**src/hw/rtl/mrr_pkg.sv**
```systemverilog
package mrr_pkg;

   // Register file size and the widths that follow from it
   localparam int REGISTER_COUNT = 16;
   localparam int ADDR_W = (REGISTER_COUNT > 1) ? $clog2(REGISTER_COUNT) : 1;
   localparam int CNT_W = $clog2(REGISTER_COUNT + 1);
   localparam int REM_W = (CNT_W > 2) ? CNT_W : 2;

   // Field widths
   localparam int WORD_W = 16;
   localparam int FUNC_W = 8;
   localparam int BC_W = 6;
   localparam int PDU_W = 8;
   localparam int REQ_DATA_W = 80;
   localparam int RSP_DATA_W = 40;

   // Function codes
   localparam logic [FUNC_W-1:0] FN_READ = 8'd3;
   localparam logic [FUNC_W-1:0] FN_WRITE = 8'd6;
   localparam logic [FUNC_W-1:0] FN_DEVID = 8'd43;
   localparam logic [FUNC_W-1:0] EXC_FLAG = 8'h80;
   localparam logic [WORD_W-1:0] MAX_READ = 16'h007D;
   localparam logic [7:0] MEI_DEVID = 8'h0E;
   localparam logic [7:0] MAX_READ_CODE = 8'd4;
   localparam logic [7:0] MAX_OBJECT = 8'd2;
   localparam logic [1:0] OBJECT_COUNT = 2'd3;

   // Exception codes
   localparam logic [1:0] EX_FUNC = 2'd0;
   localparam logic [1:0] EX_ADDR = 2'd1;
   localparam logic [1:0] EX_DATA = 2'd2;
   localparam logic [1:0] EX_FAIL = 2'd3;

   // Configuration register indexes
   localparam logic [7:0] CSR_READ_MASK = 8'd0;
   localparam logic [7:0] CSR_WRITE_MASK = 8'd1;

endpackage

```
**src/hw/rtl/modbus_register_responder_top.sv**
```systemverilog
// Modbus holding-register responder. Each request word carries one decoded
// Modbus request; the block answers from a register file of 16 words that
// reset clears, gated per register by the read and write enable masks set
// through the csr port. A read of n registers first walks the read-enable
// bits one register per cycle, then sends n reply words one per cycle while
// the reply side accepts them, the final one with tlast; a read refused by a
// disabled register stops at that register, and a device-id reply sends up
// to three words. req_tready is high only while the single sequencer is idle,
// so the block takes no new request before it is through with the last one.
// A request with a nonzero protocol id is dropped with no reply. Errors give
// one word with tuser high and the exception code.
module modbus_register_responder_top (
   input  logic                             clock,
   input  logic                             reset,
   // csr write channel
   input  logic                             csr_valid,
   output logic                             csr_ready,
   input  logic [7:0]                       csr_index,
   input  logic [15:0]                      csr_data,
   // request stream
   input  logic                             req_tvalid,
   output logic                             req_tready,
   // protocol_id[15:0], base_addr[31:16], count_or_value[47:32],
   // write_accept[48], mei_type[56:49], read_code[64:57],
   // start_object[72:65], zero[79:73]
   input  logic [mrr_pkg::REQ_DATA_W-1:0]   req_tdata,
   // func[7:0]
   input  logic [7:0]                       req_tuser,
   // response stream
   output logic                             rsp_tvalid,
   input  logic                             rsp_tready,
   // resp_function[7:0], exception_code[9:8], data_word[25:10],
   // byte_count[31:26], pdu_length[39:32]
   output logic [mrr_pkg::RSP_DATA_W-1:0]   rsp_tdata,
   // is_exception[0]
   output logic                             rsp_tuser,
   output logic                             rsp_tlast
);
   import mrr_pkg::*;

   localparam logic [2:0] ST_IDLE   = 3'd0;
   localparam logic [2:0] ST_DECODE = 3'd1;
   localparam logic [2:0] ST_CHECK  = 3'd2;
   localparam logic [2:0] ST_EMIT   = 3'd3;
   localparam logic [2:0] ST_SINGLE = 3'd4;

   // Configuration
   logic [15:0] rmask_ff, wmask_ff;

   // Register file
   logic [WORD_W-1:0] reg_file_ff [REGISTER_COUNT];
   logic              reg_we;

   // Sequencer and latched request
   logic [2:0]        state_ff, state_in;
   logic [15:0]       proto_ff, proto_in;
   logic [FUNC_W-1:0] fn_ff, fn_in;
   logic [WORD_W-1:0] addr_ff, addr_in;
   logic [WORD_W-1:0] cv_ff, cv_in;
   logic              acc_ff, acc_in;
   logic [7:0]        mei_ff, mei_in;
   logic [7:0]        rc_ff, rc_in;
   logic [7:0]        sobj_ff, sobj_in;
   logic              exc_ff, exc_in;
   logic [1:0]        code_ff, code_in;
   logic [ADDR_W-1:0] idx_ff, idx_in;
   logic [1:0]        obj_ff, obj_in;
   logic [REM_W-1:0]  rem_ff, rem_in;
   logic [BC_W-1:0]   bc_ff, bc_in;
   logic [PDU_W-1:0]  pdu_ff, pdu_in;

   // Output register
   logic              rsp_valid_ff, rsp_valid_in;
   logic [FUNC_W-1:0] rsp_func_ff, rsp_func_in;
   logic              rsp_exc_ff, rsp_exc_in;
   logic [1:0]        rsp_code_ff, rsp_code_in;
   logic [WORD_W-1:0] rsp_data_ff, rsp_data_in;
   logic [BC_W-1:0]   rsp_bc_ff, rsp_bc_in;
   logic [PDU_W-1:0]  rsp_pdu_ff, rsp_pdu_in;
   logic              rsp_last_ff, rsp_last_in;

   logic              req_take;
   logic              out_free;
   logic [16:0]       read_end;
   logic [CNT_W-1:0]  cnt;
   logic [1:0]        obj_first;
   logic [1:0]        obj_total;

   assign csr_ready  = 1'b1;
   assign req_tready = (state_ff == ST_IDLE);
   assign req_take   = req_tvalid && req_tready;
   assign out_free   = !rsp_valid_ff || rsp_tready;

   assign read_end  = {1'b0, addr_ff} + {1'b0, cv_ff};
   assign cnt       = cv_ff[CNT_W-1:0];
   assign obj_first = (sobj_ff > MAX_OBJECT) ? 2'd0 : sobj_ff[1:0];
   assign obj_total = OBJECT_COUNT - obj_first;

   // Sequencer
   always_comb begin
      state_in = state_ff;
      proto_in = proto_ff;
      fn_in    = fn_ff;
      addr_in  = addr_ff;
      cv_in    = cv_ff;
      acc_in   = acc_ff;
      mei_in   = mei_ff;
      rc_in    = rc_ff;
      sobj_in  = sobj_ff;
      exc_in   = exc_ff;
      code_in  = code_ff;
      idx_in   = idx_ff;
      obj_in   = obj_ff;
      rem_in   = rem_ff;
      bc_in    = bc_ff;
      pdu_in   = pdu_ff;
      reg_we   = 1'b0;

      rsp_valid_in = rsp_valid_ff && !rsp_tready;
      rsp_func_in  = rsp_func_ff;
      rsp_exc_in   = rsp_exc_ff;
      rsp_code_in  = rsp_code_ff;
      rsp_data_in  = rsp_data_ff;
      rsp_bc_in    = rsp_bc_ff;
      rsp_pdu_in   = rsp_pdu_ff;
      rsp_last_in  = rsp_last_ff;

      unique case (state_ff)
         ST_IDLE: begin
            if (req_take) begin
               proto_in = req_tdata[15:0];
               fn_in    = req_tuser;
               addr_in  = req_tdata[31:16];
               cv_in    = req_tdata[47:32];
               acc_in   = req_tdata[48];
               mei_in   = req_tdata[56:49];
               rc_in    = req_tdata[64:57];
               sobj_in  = req_tdata[72:65];
               exc_in   = 1'b0;
               code_in  = EX_FUNC;
               state_in = ST_DECODE;
            end
         end
         ST_DECODE: begin
            state_in = ST_SINGLE;
            if (proto_ff != 16'd0) begin
               // drop the request silently
               state_in = ST_IDLE;
            end else begin
               unique case (fn_ff)
                  FN_READ: begin
                     priority if (cv_ff == 16'd0 || cv_ff > MAX_READ) begin
                        exc_in  = 1'b1;
                        code_in = EX_DATA;
                     end else if (read_end > 17'(REGISTER_COUNT)) begin
                        exc_in  = 1'b1;
                        code_in = EX_ADDR;
                     end else begin
                        idx_in   = addr_ff[ADDR_W-1:0];
                        rem_in   = REM_W'(cnt);
                        bc_in    = BC_W'(cnt) << 1;
                        pdu_in   = 8'd2 + (PDU_W'(cnt) << 1);
                        state_in = ST_CHECK;
                     end
                  end
                  FN_WRITE: begin
                     priority if (addr_ff >= 16'(REGISTER_COUNT) ||
                                  !wmask_ff[addr_ff[ADDR_W-1:0]]) begin
                        exc_in  = 1'b1;
                        code_in = EX_ADDR;
                     end else if (!acc_ff) begin
                        exc_in  = 1'b1;
                        code_in = EX_FAIL;
                     end else begin
                        reg_we = 1'b1;
                     end
                  end
                  FN_DEVID: begin
                     priority if (mei_ff != MEI_DEVID) begin
                        exc_in  = 1'b1;
                        code_in = EX_FUNC;
                     end else if (rc_ff == 8'd0 || rc_ff > MAX_READ_CODE) begin
                        exc_in  = 1'b1;
                        code_in = EX_DATA;
                     end else begin
                        obj_in   = obj_first;
                        rem_in   = REM_W'(obj_total);
                        bc_in    = '0;
                        pdu_in   = 8'd7 + (PDU_W'(obj_total) << 1);
                        state_in = ST_EMIT;
                     end
                  end
                  default: begin
                     exc_in  = 1'b1;
                     code_in = EX_FUNC;
                  end
               endcase
            end
         end
         ST_CHECK: begin
            // test one read-enable bit a cycle
            priority if (!rmask_ff[idx_ff]) begin
               exc_in   = 1'b1;
               code_in  = EX_FAIL;
               state_in = ST_SINGLE;
            end else if (rem_ff == REM_W'(1)) begin
               idx_in   = addr_ff[ADDR_W-1:0];
               rem_in   = REM_W'(cnt);
               state_in = ST_EMIT;
            end else begin
               idx_in = idx_ff + ADDR_W'(1);
               rem_in = rem_ff - REM_W'(1);
            end
         end
         ST_EMIT: begin
            // send one reply word a cycle while the output is free
            if (out_free) begin
               rsp_valid_in = 1'b1;
               rsp_func_in  = fn_ff;
               rsp_exc_in   = 1'b0;
               rsp_code_in  = EX_FUNC;
               rsp_data_in  = (fn_ff == FN_READ) ? reg_file_ff[idx_ff] : WORD_W'(obj_ff);
               rsp_bc_in    = bc_ff;
               rsp_pdu_in   = pdu_ff;
               rsp_last_in  = (rem_ff == REM_W'(1));
               if (rem_ff == REM_W'(1)) begin
                  state_in = ST_IDLE;
               end else begin
                  idx_in = idx_ff + ADDR_W'(1);
                  obj_in = obj_ff + 2'd1;
                  rem_in = rem_ff - REM_W'(1);
               end
            end
         end
         ST_SINGLE: begin
            // exception or write echo
            if (out_free) begin
               rsp_valid_in = 1'b1;
               rsp_func_in  = exc_ff ? (fn_ff | EXC_FLAG) : fn_ff;
               rsp_exc_in   = exc_ff;
               rsp_code_in  = exc_ff ? code_ff : EX_FUNC;
               rsp_data_in  = exc_ff ? '0 : cv_ff;
               rsp_bc_in    = '0;
               rsp_pdu_in   = exc_ff ? 8'd2 : 8'd5;
               rsp_last_in  = 1'b1;
               state_in     = ST_IDLE;
            end
         end
         default: begin
            state_in = ST_IDLE;
         end
      endcase
   end

   // Control state
   always_ff @(posedge clock) begin
      if (reset) begin
         state_ff     <= ST_IDLE;
         rsp_valid_ff <= 1'b0;
         rmask_ff     <= '0;
         wmask_ff     <= '0;
      end else begin
         state_ff     <= state_in;
         rsp_valid_ff <= rsp_valid_in;
         if (csr_valid && csr_ready) begin
            if (csr_index == CSR_READ_MASK) begin
               rmask_ff <= csr_data;
            end
            if (csr_index == CSR_WRITE_MASK) begin
               wmask_ff <= csr_data;
            end
         end
      end
   end

   // Register file: cleared at reset, one write port
   always_ff @(posedge clock) begin
      if (reset) begin
         for (int i = 0; i < REGISTER_COUNT; i++) begin
            reg_file_ff[i] <= '0;
         end
      end else if (reg_we) begin
         reg_file_ff[addr_ff[ADDR_W-1:0]] <= cv_ff;
      end
   end

   // Payload
   always_ff @(posedge clock) begin
      proto_ff    <= proto_in;
      fn_ff       <= fn_in;
      addr_ff     <= addr_in;
      cv_ff       <= cv_in;
      acc_ff      <= acc_in;
      mei_ff      <= mei_in;
      rc_ff       <= rc_in;
      sobj_ff     <= sobj_in;
      exc_ff      <= exc_in;
      code_ff     <= code_in;
      idx_ff      <= idx_in;
      obj_ff      <= obj_in;
      rem_ff      <= rem_in;
      bc_ff       <= bc_in;
      pdu_ff      <= pdu_in;
      rsp_func_ff <= rsp_func_in;
      rsp_exc_ff  <= rsp_exc_in;
      rsp_code_ff <= rsp_code_in;
      rsp_data_ff <= rsp_data_in;
      rsp_bc_ff   <= rsp_bc_in;
      rsp_pdu_ff  <= rsp_pdu_in;
      rsp_last_ff <= rsp_last_in;
   end

   assign rsp_tvalid = rsp_valid_ff;
   assign rsp_tdata  = {rsp_pdu_ff, rsp_bc_ff, rsp_data_ff, rsp_code_ff, rsp_func_ff};
   assign rsp_tuser  = rsp_exc_ff;
   assign rsp_tlast  = rsp_last_ff;

   // An accepted request word is decoded next
   a_take_decode: assert property (@(posedge clock) disable iff (reset)
      req_take |=> state_ff == ST_DECODE)
      else $error("accepted request not decoded");

   // Exception words are single, empty and two bytes long
   a_exc_shape: assert property (@(posedge clock) disable iff (reset)
      rsp_tvalid && rsp_tuser |->
         rsp_tlast && rsp_data_ff == '0 && rsp_pdu_ff == 8'd2 && rsp_func_ff[7])
      else $error("malformed exception word");

   // Register file is written only when a write request decodes cleanly
   a_write_path: assert property (@(posedge clock) disable iff (reset)
      reg_we |-> state_ff == ST_DECODE && fn_ff == FN_WRITE && acc_ff)
      else $error("register file written outside a write request");

   // Walk counter never runs dry while checking or sending
   a_rem_live: assert property (@(posedge clock) disable iff (reset)
      state_ff == ST_CHECK || state_ff == ST_EMIT |-> rem_ff != '0)
      else $error("sequencer count ran out");

   // Read reply words carry a nonzero byte count and a PDU length two more than it
   a_read_bc: assert property (@(posedge clock) disable iff (reset)
      rsp_tvalid && !rsp_tuser && rsp_func_ff == FN_READ |->
         rsp_bc_ff != '0 && rsp_pdu_ff == 8'd2 + PDU_W'(rsp_bc_ff))
      else $error("read word length fields disagree");

endmodule

```
**config.mk**
```make
export PLATFORM = sky130hd
export DESIGN_NAME = modbus_register_responder_top
export DESIGN_NICKNAME = d
export VERILOG_FILES = /design/src/hw/rtl/mrr_pkg.sv /design/src/hw/rtl/modbus_register_responder_top.sv
export SDC_FILE = /design/constraint.sdc
export NUM_CORES = 1
export LEC_CHECK = 0
export BUFFER_PORTS_ARGS = -buffer_cell sky130_fd_sc_hd__buf_2
export CAP_MARGIN = 40
export CORE_ASPECT_RATIO = 0.75
export CORE_MARGIN = 2
export CORE_UTILIZATION = 30
export CTS_BUF_LIST = sky130_fd_sc_hd__clkbuf_8
export CTS_CLUSTER_DIAMETER = 150
export DETAILED_ROUTE_END_ITERATION = 8
export GPL_TIMING_DRIVEN = 0
export PLACE_DENSITY_LB_ADDON = 0.12
export SKIP_CTS_REPAIR_TIMING = 1
export SLEW_MARGIN = 20
export SYNTH_ARGS = -nofsm -noshare
export SYNTH_HDL_FRONTEND = slang
export SYNTH_SLANG_ARGS = --single-unit
```
**constraint.sdc**
```tcl
create_clock -name clock -period 4.8 [get_ports clock]
set_input_delay 0.96 -clock clock [delete_from_list [all_inputs] [get_ports clock]]
set_output_delay 0.96 -clock clock [all_outputs]
set_load 0.005 [all_outputs]
```
Word level (Yosys, flattened, before mapping)
Memories as Yosys holds them, arrays and structs flattened. A register that Yosys moved wholly into a read port is not among the register bits.
Cells that the tools add are included.
Storage, ports and cells
  memories: 1
  register bits after elaboration: 187
  logic and storage cells: 229
  output and inout port bits: 45
  RAM bits: 256
  input port bits: 117
Cells by class
  $add $sub $neg: 7
  bitwise logic cells: 1
  $lt $le $gt $ge: 7
  eq/ne operators: 37
  mux-type cells: 119
  reductions and logical operators: 31
Memories
  reg_file_ff: words 16, bits a word 16, read ports 1, clocked after Yosys merged registers in 1, wr ports 16, RTL line modbus_register_responder_top.sv:51  | logic [WORD_W-1:0] reg_file_ff [REGISTER_COUNT];
Operators with widths (count)
  16-bit 2-to-1 mux: 5
  8-bit 2-to-1 mux: 9
  8-bit case mux with 2 select lines: 3
  5-bit 2-to-1 mux: 9
  4-bit 2-to-1 mux: 10
  2-bit 2-to-1 mux: 19
  3-bit 2-to-1 mux: 12
  6-bit 2-to-1 mux: 6
  2-bit inequality test, second input constant: 17
  16-bit case mux with 2 select lines: 1
  1-bit 2-to-1 mux: 28
  6-bit case mux with 2 select lines: 2
  7-bit AND reduction: 3
  3-bit inequality test, second input constant: 6
  16-bit by 16-bit adder with 17-bit output: 1
  17-bit by 5-bit greater-than comparator with 1-bit output, second input constant: 1
  16-bit by 5-bit >= comparator with 1-bit output, second input constant: 1
  16-bit by 7-bit greater-than comparator with 1-bit output, second input constant: 1
  16-bit logical NOT: 1
  8-bit logical NOT: 2
  16-bit nonzero test: 1
  16-bit OR reduction: 1
  3-bit case mux with 5 select lines: 1
  5-bit case mux with 3 select lines: 1
  other kinds (41): 61

Longest topological paths before layout
  word-level depth: 13
  depth in mapped cells: 12
  gate-level depth less buffers: 10

Worst setup path before layout
OpenSTA, ideal clock, no wires.
  path kind: reg-to-reg
  from: register cv_ff[1]
  to: register rem_ff[0], enable pin
  path slack: 1288 ps
  arrival: 3152 ps
  data required time: 4440 ps
  stages on the path, launching flop included: 11
  buffers on the path: 2
  period minus slack after synthesis: 3512 ps
  setup time: 360 ps
  cell sequence: edfxtp_1 > inv_1 > clkbuf_1 > clkbuf_1 > ha_1 > nor4b_1 > a311o_1 > or4b_4 > nor4_4 > nand4_2 > a31oi_1
On the way
  word-level cells in the longest chain between the ends: 4
  elaborated cells on any way between the ends: 8
  those cells by class: add/sub (1); order compare (2); eq/ne (2); reduce/logical (3)
Ends and longest elaborated chain
  start: declaration: RTL line modbus_register_responder_top.sv:59  | logic [WORD_W-1:0] cv_ff, cv_in;
  start signal: assignment: RTL line modbus_register_responder_top.sv:292  | cv_ff <= cv_in;
  16-bit by 16-bit adder with 17-bit output (tied with other cells): RTL line modbus_register_responder_top.sv:94  | assign read_end = {1'b0, addr_ff} + {1'b0, cv_ff};
  17-bit by 5-bit greater-than comparator with 1-bit output or 1-bit logical OR (tied branches): RTL line modbus_register_responder_top.sv:155, modbus_register_responder_top.sv:152
  3-bit inequality test (no source line)
  10-bit AND reduction (no source line) (*)
  end signal: assignment: RTL line modbus_register_responder_top.sv:301  | rem_ff <= rem_in;
  end: declaration: RTL line modbus_register_responder_top.sv:68  | logic [REM_W-1:0] rem_ff, rem_in;
Mark *: on every way between the ends. The rest lies on a longest branch, timed or not.
A chain may end at the register's enable or synchronous reset.

Worst setup path after layout
  from: register cv_ff[0]
  to: register rem_ff[4], enable pin
Same word-level chain as after synthesis.

==> impl_metrics.env <==
export IMPL_status="finished clean"
export IMPL_hold_path_end="rsp_func_ff[1]$_DFFE_PP_"
export IMPL_ff2ff_setup_slack_ns=0.31
export IMPL_clock_root_buffer="clkbuf_8"
export IMPL_grt_pass1_wl_mm=86.32
export IMPL_grt_util_met3_pct=3.424
export IMPL_num_rows=82
export IMPL_clock_skew_ns=0.04560
export IMPL_wl_mm=58.14
export IMPL_grt_use_met2_pct=23.61
export IMPL_hold_class="reg -> reg"
export IMPL_p_int_uw=6642
export IMPL_track_usage_pct=16.83
export IMPL_wire_per_inst_microns=22.38
export IMPL_dr_pass1_iters=5
export IMPL_holdPathStages=0
export IMPL_die_w_microns=304.6
export IMPL_max_freq_mhz=222.6
export IMPL_worst_hold_slack_ns=0.4464
export IMPL_cts_buffers=77
export IMPL_grt_pass1_vias=12930
export IMPL_crit_chain="inv_1, clkbuf_1, buf_1, ha_1, nor4b_1, a311o_1, or4b_4, nor4_4, nand4_2, a31oi_1"
export IMPL_port_buffer_count=150
export IMPL_design_die_area_sq_um=69890
export IMPL_synthArstFlopShare_pct=0
export IMPL_synth_ff_type="edfxtp_1"
export IMPL_worst_ep_arrival_time_ns=4.80
export IMPL_synthXorXnorAreaFrac_pct=0.6462
export IMPL_final_area_sq_um=23800
export IMPL_fin_crit_sh_pct=93.58
export IMPL_grt_max_degree=48
export IMPL_final_antenna_net_count=0
export IMPL_setup_viol=0
export IMPL_drt_initial_drc_count=997
export IMPL_tritoncts="yes"
export IMPL_r2r_start="cv_ff[0]$_DFFE_PP_"
export IMPL_cts_sinks=443
export IMPL_clk_latency_ns=0.69
export IMPL_final_layout_size_suffix_gt1_share_pct=24.40
export IMPL_power_leakage_uw=0.008858
export IMPL_dpl_cell_area_sq_um=22330
export IMPL_place_congestion=0.8416
export IMPL_synth_edff_count=403
export IMPL_viasPerCell=4.838
export IMPL_vdd_ir_drop_max_v=0.0002146
export IMPL_worstSetupPathType="reg -> reg"
export IMPL_fin_ws_ns=0.3082
export IMPL_r2r_cells=10
export IMPL_fin_setup_tns_ns=0
export IMPL_ys_ff_latch=443
export IMPL_dp_hpwl_mm=42.22
export IMPL_clock_power_share_pct=35.2
export IMPL_r2r_end="rem_ff[4]$_DFFE_PP_"
export IMPL_powerDensity_nw_per_um2=390.5
export IMPL_crit_required_ns=5.11
export IMPL_top_usage_layer="met1"
export IMPL_swShare_pct=28.54
export IMPL_crit_path_end_kind="flop"
export IMPL_synth_simple_gate_area_share_pct=15.68
export IMPL_syn_area_per_cell_sq_um=14.41
export IMPL_die_h_microns=229.5
export IMPL_tightest_slew_ns=0.8700
export IMPL_timing_final_crit_period_ns=4.492
export IMPL_synth_top_family_by_area="simple AND/OR/NAND/NOR gates"
export IMPL_synthAdderAreaFrac_pct=1.575
export IMPL_fillers=6594
export IMPL_synth_distinct_cells=88
export IMPL_dp_slack_ns=0.2033
export IMPL_critical_path_slowest_cell="a31oi_1"
export IMPL_slew_headroom_pct=42.00
export IMPL_grt_use_met1_pct=26.16
export IMPL_cp_top_family="buffers and inverters"
export IMPL_grt_ovfl_total=0
export IMPL_rsz0062_at_grt="no"
export IMPL_path_clk_slew_ns=0.05
export IMPL_path_max_fanout=11
export IMPL_drv_slew=0
export IMPL_crit_buf_inv=3
export IMPL_final_util_pct=35.58
export IMPL_synth_cells=1411
export IMPL_vias=12568
export IMPL_pwr_share_comb_pct=15.3
export IMPL_area_growth_pct=17.06
export IMPL_clockBufferDepth=3
export IMPL_ys_warn_count=0
export IMPL_synthMuxAreaShare_pct=11.23
export IMPL_synth_compound_area_share_pct=4.880
export IMPL_power_frac_seq_pct=49.5
export IMPL_antenna_found_initial=1
export IMPL_max_cap_violations=0
export IMPL_route_detailed_drc=0
export IMPL_hp_start="fn_ff[1]$_DFFE_PP_"
export IMPL_pin_count=162
export IMPL_switchingPower_uw=2653
export IMPL_start_kind="flop"
export IMPL_final_nets=1796
export IMPL_core_area_sq_um=66890
export IMPL_initial_core_util_pct=30.39
export IMPL_slowest_delay_ns=0.62
export IMPL_cts_max_level=3
export IMPL_final_hold_viol_count=0
export IMPL_syn_cell_area_sq_um=20330
export IMPL_yosysSeqAreaShare_pct=63.46
## cells in the final DEF (no fill, tap or decap), types with 24 or more instances in the layout
master / netlist / routed
a21oi_1: 40 / 39
and2_1: 235 / 234
buf_2: 13 / 165
clkbuf_1: 64 / 63
clkbuf_8: 0 / 83
dfxtp_1: 40 / 40
edfxtp_1: 403 / 403
ha_1: 24 / 24
inv_1: 16 / 51
mux2i_1: 50 / 50
mux4_2: 75 / 75
nand2_1: 38 / 38
nor2_1: 76 / 75
nor3_1: 41 / 41
o21ai_0: 25 / 25
## cells by family after synthesis
logic type | after synthesis
AND/OR/NAND/NOR | 536
flip-flops | 443
AO/OA/AOI/OAI | 145
multiplexers | 132
buffers and inverters | 113
adder cells (fa/ha/maj) | 25
XOR/XNOR | 15
other | 2
## worst register-to-register path: stages, from the launching register on
cell      delay [ns]
edfxtp_1        0.53
inv_1           0.13
clkbuf_1        0.49
buf_1           0.55
ha_1            0.26
nor4b_1         0.08
a311o_1         0.45
or4b_4          0.57
nor4_4          0.26
nand4_2         0.20
a31oi_1         0.62
## per-layer routing
| layer | up-vias | part of all wire [%] |
|---|---|---|
| met2 | 306 | 41 |
| met3 | 86 | 5.0 |
| met4 | 0 | 1.7 |
| met1 | 6355 | 52 |
| li1 | 5821 | - |
| met5 | - | 0 |
## worst max path at each step
stage | start | end | slack, ns | cells past startpoint
6_report | cv_ff[0]$_DFFE_PP_ | rem_ff[4]$_DFFE_PP_ | 0.31 | 10
5_1_grt | cv_ff[0]$_DFFE_PP_ | rem_ff[4]$_DFFE_PP_ | 0.09 | 10
4_1_cts | cv_ff[1]$_DFFE_PP_ | rem_ff[4]$_DFFE_PP_ | 0.15 | 10
3_5_place_dp | cv_ff[1]$_DFFE_PP_ | rem_ff[2]$_DFFE_PP_ | 0.20 | 10
3_3_place_gp | state_ff[2]$_SDFFE_PP0P_ | rsp_data_ff[15]$_DFFE_PP_ | -0.46 | 4
2_1_floorplan | cv_ff[1]$_DFFE_PP_ | rem_ff[0]$_DFFE_PP_ | 1.29 | 10
## cell type report
| cell class | instances | area, sq um | share of cell area [%] |
|---|---|---|---|
| flip-flops and latches | 443 | 12900 | 54.21 |
| multi-input cells | 856 | 6940 | 29.16 |
| clock buffers | 83 | 1142 | 4.800 |
| well taps | 882 | 1104 | 4.637 |
| repair buffers | 163 | 925.9 | 3.890 |
| plain buffers | 97 | 447.9 | 1.882 |
| clock inverters | 55 | 270.3 | 1.136 |
| inverters | 16 | 60.06 | 0.2523 |
| diodes | 3 | 7.507 | 0.03154 |
## synthesized netlist by cell type, drive strengths merged, types with 24 or more instances
library cell  count  share of area [%]
edfxtp          403                 60
mux4             75                8.3
dfxtp            40                3.9
buf              31               0.97
nand2            38               0.70
and2            240                7.4
clkbuf           66                1.2
a21oi            41                1.1
mux2i            50                2.5
nor3             44                1.2
nor2             84                1.8
o21ai            26               0.64
ha               24                1.5
## flip-flops by register name, indices dropped and copies added (netlist names), 8 cells and up, named ones only
| name | flops |
|---|---|
| cv_ff | 16 |
| fn_ff | 8 |
| rsp_func_ff | 8 |
| wmask_ff | 16 |
| proto_ff | 16 |
| rc_ff | 8 |
| sobj_ff | 8 |
| addr_ff | 16 |
| reg_file_ff | 256 |
| rmask_ff | 16 |
| rsp_data_ff | 16 |
| mei_ff | 8 |
## power groups by stage
stage,clock network [uW],logic (uW),registers (uW)
final,3270,1420,4600
after global routing,3550,1550,4620
after CTS,3390,1420,4600
after detailed placement,0,1420,4680
after global placement,0,1380,4690
after floorplan,0,900,4610
## stage by stage
step           instances  power, uW
3_5_place_dp        2452       6100
4_1_cts             2590       9415
2_1_floorplan       1412       5513
3_3_place_gp        2444       6075
5_1_grt             2595       9722
6_report            2598       9295
Note: power is estimated with default switching activity, not from simulation.
